[config.mk]
export PLATFORM = sky130hd
export DESIGN_NAME = mpq_ctrl
export DESIGN_NICKNAME = d
export VERILOG_FILES = /design/src/design/mpq_pkg.sv /design/src/design/mpq_ctrl.sv
export SDC_FILE = /design/constraint.sdc
export NUM_CORES = 1
export LEC_CHECK = 0
export ABC_CLOCK_PERIOD_IN_PS = 3200
export BUFFER_PORTS_ARGS = -buffer_cell sky130_fd_sc_hd__buf_2
export CORE_AREA = 2 2 39 41
export CTS_CLUSTER_DIAMETER = 200
export DETAILED_ROUTE_END_ITERATION = 7
export DIE_AREA = 0 0 41 43
export PLACE_DENSITY_LB_ADDON = 0.15
export SETUP_SLACK_MARGIN = 0.5
export SLEW_MARGIN = 20
export SYNTH_ARGS = -nofsm -noshare
export SYNTH_HDL_FRONTEND = slang
export SYNTH_SLANG_ARGS = --single-unit
[constraint.sdc]
create_clock -name clk -period 3.2 [get_ports clk]
set_input_delay 0.32 -clock clk [delete_from_list [all_inputs] [get_ports clk]]
set_output_delay 0.32 -clock clk [all_outputs]
set_load 0.01 [all_outputs]
[src/design/mpq_pkg.sv]
package mpq_pkg;

  localparam logic [1:0] KIND_INSERT = 2'd0;
  localparam logic [1:0] KIND_REMOVE = 2'd1;
  localparam logic [1:0] KIND_READ   = 2'd2;

  localparam logic [1:0] ST_OK    = 2'd0;
  localparam logic [1:0] ST_EMPTY = 2'd1;
  localparam logic [1:0] ST_FULL  = 2'd2;

  // datapath operations
  localparam logic [3:0] OP_NONE      = 4'd0;
  localparam logic [3:0] OP_ACCEPT    = 4'd1;
  localparam logic [3:0] OP_UP_RD     = 4'd2;
  localparam logic [3:0] OP_UP_MOVE   = 4'd3;
  localparam logic [3:0] OP_PLACE     = 4'd4;
  localparam logic [3:0] OP_ROOT_RD   = 4'd5;
  localparam logic [3:0] OP_ROOT_TAKE = 4'd6;
  localparam logic [3:0] OP_DN_RD     = 4'd7;
  localparam logic [3:0] OP_DN_MOVE   = 4'd8;

  typedef struct packed {
    logic [3:0] op;
    logic       load_out;
  } cmd_t;

  typedef struct packed {
    logic [1:0] kind;
    logic       fail;
    logic       at_root;
    logic       up_less;
    logic       dn_leaf;
    logic       dn_less;
  } stat_t;

endpackage

[src/design/mpq_ctrl.sv]
module mpq_ctrl (
  input  logic          clk,
  input  logic          rst_n,
  input  logic          in_valid,
  output logic          in_ready,
  output logic          out_valid,
  input  logic          out_ready,
  input  mpq_pkg::stat_t st,
  output mpq_pkg::cmd_t  cmd
);

  localparam logic [3:0] S_IDLE      = 4'd0;
  localparam logic [3:0] S_DISPATCH  = 4'd1;
  localparam logic [3:0] S_UP_RD     = 4'd2;
  localparam logic [3:0] S_UP_CMP    = 4'd3;
  localparam logic [3:0] S_ROOT_TAKE = 4'd4;
  localparam logic [3:0] S_DN_RD     = 4'd5;
  localparam logic [3:0] S_DN_CMP    = 4'd6;
  localparam logic [3:0] S_FIN       = 4'd7;

  logic [3:0] state_r, state_nxt;
  logic       out_valid_r, out_valid_nxt;

  assign in_ready  = (state_r == S_IDLE);
  assign out_valid = out_valid_r;

  always_comb begin
    state_nxt    = state_r;
    cmd.op       = mpq_pkg::OP_NONE;
    cmd.load_out = 1'b0;
    out_valid_nxt = out_valid_r && !out_ready;
    case (state_r)
      S_IDLE: begin
        if (in_valid) begin
          cmd.op    = mpq_pkg::OP_ACCEPT;
          state_nxt = S_DISPATCH;
        end
      end
      S_DISPATCH: begin
        if (st.fail) begin
          state_nxt = S_FIN;
        end else if (st.kind == mpq_pkg::KIND_INSERT) begin
          state_nxt = S_UP_RD;
        end else if (st.kind inside {mpq_pkg::KIND_REMOVE, mpq_pkg::KIND_READ}) begin
          cmd.op    = mpq_pkg::OP_ROOT_RD;
          state_nxt = S_ROOT_TAKE;
        end else begin
          state_nxt = S_FIN;
        end
      end
      S_UP_RD: begin
        if (st.at_root) begin
          cmd.op    = mpq_pkg::OP_PLACE;
          state_nxt = S_FIN;
        end else begin
          cmd.op    = mpq_pkg::OP_UP_RD;
          state_nxt = S_UP_CMP;
        end
      end
      S_UP_CMP: begin
        if (st.up_less) begin
          cmd.op    = mpq_pkg::OP_UP_MOVE;
          state_nxt = S_UP_RD;
        end else begin
          cmd.op    = mpq_pkg::OP_PLACE;
          state_nxt = S_FIN;
        end
      end
      S_ROOT_TAKE: begin
        cmd.op    = mpq_pkg::OP_ROOT_TAKE;
        state_nxt = (st.kind == mpq_pkg::KIND_REMOVE) ? S_DN_RD : S_FIN;
      end
      S_DN_RD: begin
        if (st.dn_leaf) begin
          cmd.op    = mpq_pkg::OP_PLACE;
          state_nxt = S_FIN;
        end else begin
          cmd.op    = mpq_pkg::OP_DN_RD;
          state_nxt = S_DN_CMP;
        end
      end
      S_DN_CMP: begin
        if (st.dn_less) begin
          cmd.op    = mpq_pkg::OP_DN_MOVE;
          state_nxt = S_DN_RD;
        end else begin
          cmd.op    = mpq_pkg::OP_PLACE;
          state_nxt = S_FIN;
        end
      end
      S_FIN: begin
        // wait for the output register to free up
        if (!out_valid_r || out_ready) begin
          cmd.load_out  = 1'b1;
          out_valid_nxt = 1'b1;
          state_nxt     = S_IDLE;
        end
      end
      default: begin
        state_nxt = S_IDLE;
      end
    endcase
  end

  always_ff @(posedge clk) begin
    if (!rst_n) begin
      state_r     <= S_IDLE;
      out_valid_r <= 1'b0;
    end else begin
      state_r     <= state_nxt;
      out_valid_r <= out_valid_nxt;
    end
  end

endmodule

==> flow_summary.toml <==
[layout]
drive_gt1_frac = 0.320
post-route-cell-area_sq_um = 534
final_cells = 91
diodes = 0
area_growth_pct = 19.3
nets = 91
fin_util = 0.386

[synthesis]
synth_warnings = 0
yosys.cell_types.count = 28
syn_inst = 59
yosys.area.top_type = "dfxtp_1"
async_reset_ff_frac = 0
yosys-top-cells-count = "9 x nand2_1, 6 x nand2b_1, 4 x dfxtp_1, 4 x inv_1"
synth_area_per_cell_sq_um = 7.59
netlist_area_sq_um = 448
synth_nets = 73
synth_flop_cell = "dfxtp_1"
synth_area_leaders = "dfxtp_1 18%, ha_1 8.4%, nand2b_1 8.4%"
synth_most_common_cell = "nand2_1"
ys_ff_latch = 4
synth_edf_count = 0
synth_top_cell_area_share = 0.179
ys_seq_area_frac = 0.179

[timing]
period_minus_slack_ps = 1850
fin_skew_ps = 3.91
setup_violations = 0
final.setup.worst_slack_ps = 1350
fin_tns_setup_ps = 0
rsz0062_at_grt = "false"
slew_headroom = 0.663
period_share = 0.580
finalHoldViolations = 0
worst_pin_slew_ps = 506
max_freq_mhz = 539
slew_violations = 0

[setup_path]
r2r_slack_ps = 1850
start_kind = "register"
path_cells = "nand2_1 -> o21ai_1 -> o22a_2 -> o311ai_1 -> buf_2"
r2r-end = "state_r[1]"
crit_required_ps = 2880
r2r_start = "state_r[1]"
cp-startpoint = "state_r[0]"
arrival_ps = 1530
cpPeakStageDelay_ps = 580
path_max_fanout = 15
critPathSlowestCell = "dfxtp_1"
crit_path_end_kind = "primary output"
path_buf_inv = 1
path_delay_family = "flip-flops"
critPathKind = "reg2out"
rr_worst_depth = 4

[detailed_routing]
drtIter0Drc = 4
drc_errors = 0
vias = 452
routed_wirelength_um = 948
route.detailed.wl_per_inst_um = 10.4
viasPerCell = 4.97
dr.pass1.iters = 3
antenna_left = 0

[place]
dp.final_hpwl_um = 720
dpl_cell_area_sq_um = 512
io_buffers = 17
pre_cts_ws_ps = 1550
place_congestion = 0.721
dp_cells = 88

[floorplanning]
die-area_sq_mm = 0.00176
die-height_um = 43
core_area_sq_mm = 0.00138
rows = 14
die_x_um = 41
start_util = 0.324
boundaryPins = 18

[min_path]
min_path_type = "in2reg"
holdPathStages = 3
hp-start = "rst_n"
hold_end = "state_r[0]"

[pwr]
clockPowerShare = 0.156
internal-power_w = 0.000219
p_per_area_mw_per_mm2 = 758
pwr-share-seq = 0.324
leakage_nw = 0.252
pwr-share-comb = 0.520
netSwitchingPower_w = 0.000185
ir_drop_uv = 287
switching_share = 0.458

[clock_tree]
cts.path.max_buffers = 2
cts_setup_buffers = 0
root_buffer = "clkbuf_4"
clk-insertion-delay-late_ps = 240
clkSinkCount = 4
holdBufCountCts = 0
htree_levels = 1
cts_made_buffers = 3
clkTransAtPathRegs_ps = 40
cts_tree = "done"
cts_resized = 0

[grt]
grt_pass1_wl_mm = 1.55
grt_pass1_vias = 400
grt.total_usage = 0.133
grt_max_degree = 18
overflow = 0
antenna_found_initial = 0

[run]
drv_cap = 0

[outcome]
outcome = "finished, final reports clean"
-- cells in the final DEF (no fill, tap or decap) --
cell type  netlist  layout
a21boi_2         1       1
inv_1            4       4
nor3b_1          1       1
nand3_1          2       2
nand2b_2         1       1
dfxtp_1          4       4
a21oi_1          2       2
o21ai_1          2       2
buf_2            0      17
a21boi_0         1       1
clkbuf_4         0       3
ha_1             3       3
o22a_2           1       1
nand2_1          9       9
nand3b_1         2       2
o221ai_1         1       1
and2b_1          3       3
nand2b_1         6       6
o21ai_0          1       1
o2111ai_1        1       1
o31a_1           1       1
nor2_1           1       1
o22ai_1          1       1
a211oi_1         2       2
o311ai_1         1       1
nor3_1           2       2
a31oi_1          1       1
o21ai_2          1       1
-- worst max path at each step --
stage | endpoint | cells past startpoint
4_1_cts | cmd[3] | 5
2_1_floorplan | cmd[1] | 6
5_1_grt | cmd[3] | 5
3_5_place_dp | cmd[1] | 8
3_3_place_gp | cmd[1] | 8
6_report | cmd[3] | 5
-- cell families (layout without fill, tap and decap cells) --
logic type | Yosys count | count (layout) | synth area share
and+or+nand+nor | 27 | 27 | 0.332
AOI/OAI and AO/OA | 17 | 17 | 0.279
buffers and inverters | 8 | 24 | 0.126
DFF | 4 | 4 | 0.179
adders and majority gates | 3 | 3 | 0.0838
-- final cells by class --
| class | count | area [sq um] |
|---|---|---|
| Fill cell | 168 | 850 |
| Multi-Input combinational cell | 47 | 312 |
| Timing Repair Buffer | 17 | 85.1 |
| Sequential cell | 4 | 80.1 |
| Clock buffer | 3 | 22.5 |
| Tap cell | 16 | 20.0 |
| Inverter | 4 | 15.0 |
-- metal layers --
layer | vias to the layer above | GRT usage | routed length, um
li1 | 242 | - | -
met1 | 196 | 0.188 | 469
met2 | 12 | 0.166 | 422
met3 | 2 | 0.0157 | 43
met4 | 0 | 0.120 | 13
met5 | - | 0 | 0
-- state kept, by name (all words and copies together) (netlist names) --
| name | cells |
|---|---|
| out_valid | 1 |
| state_r | 3 |
-- power by group through the flow --
stage	Clock, W	Sequential [W]	Combinational, W
after floorplan	0	0.0000825	0.000229
after global placement	0	0.000132	0.000213
after detailed placement	0	0.000131	0.000212
after CTS	0.0000665	0.000131	0.000213
after global routing	0.0000698	0.000140	0.000234
final	0.0000633	0.000131	0.000211
-- through the flow --
| step | hold WS (ps) | power, W |
|---|---|---|
| global placement | 552 | 0.000346 |
| floorplan | 419 | 0.000312 |
| detailed placement | 557 | 0.000343 |
| CTS | 339 | 0.000411 |
| finish | 337 | 0.000405 |
| global route | 350 | 0.000443 |
-- worst min-delay path, cell delays in order --
cell and delay, ps:
buf_2 120, nand2_1 50, nand2_1 40
Note: power is estimated with default switching activity, not from simulation.
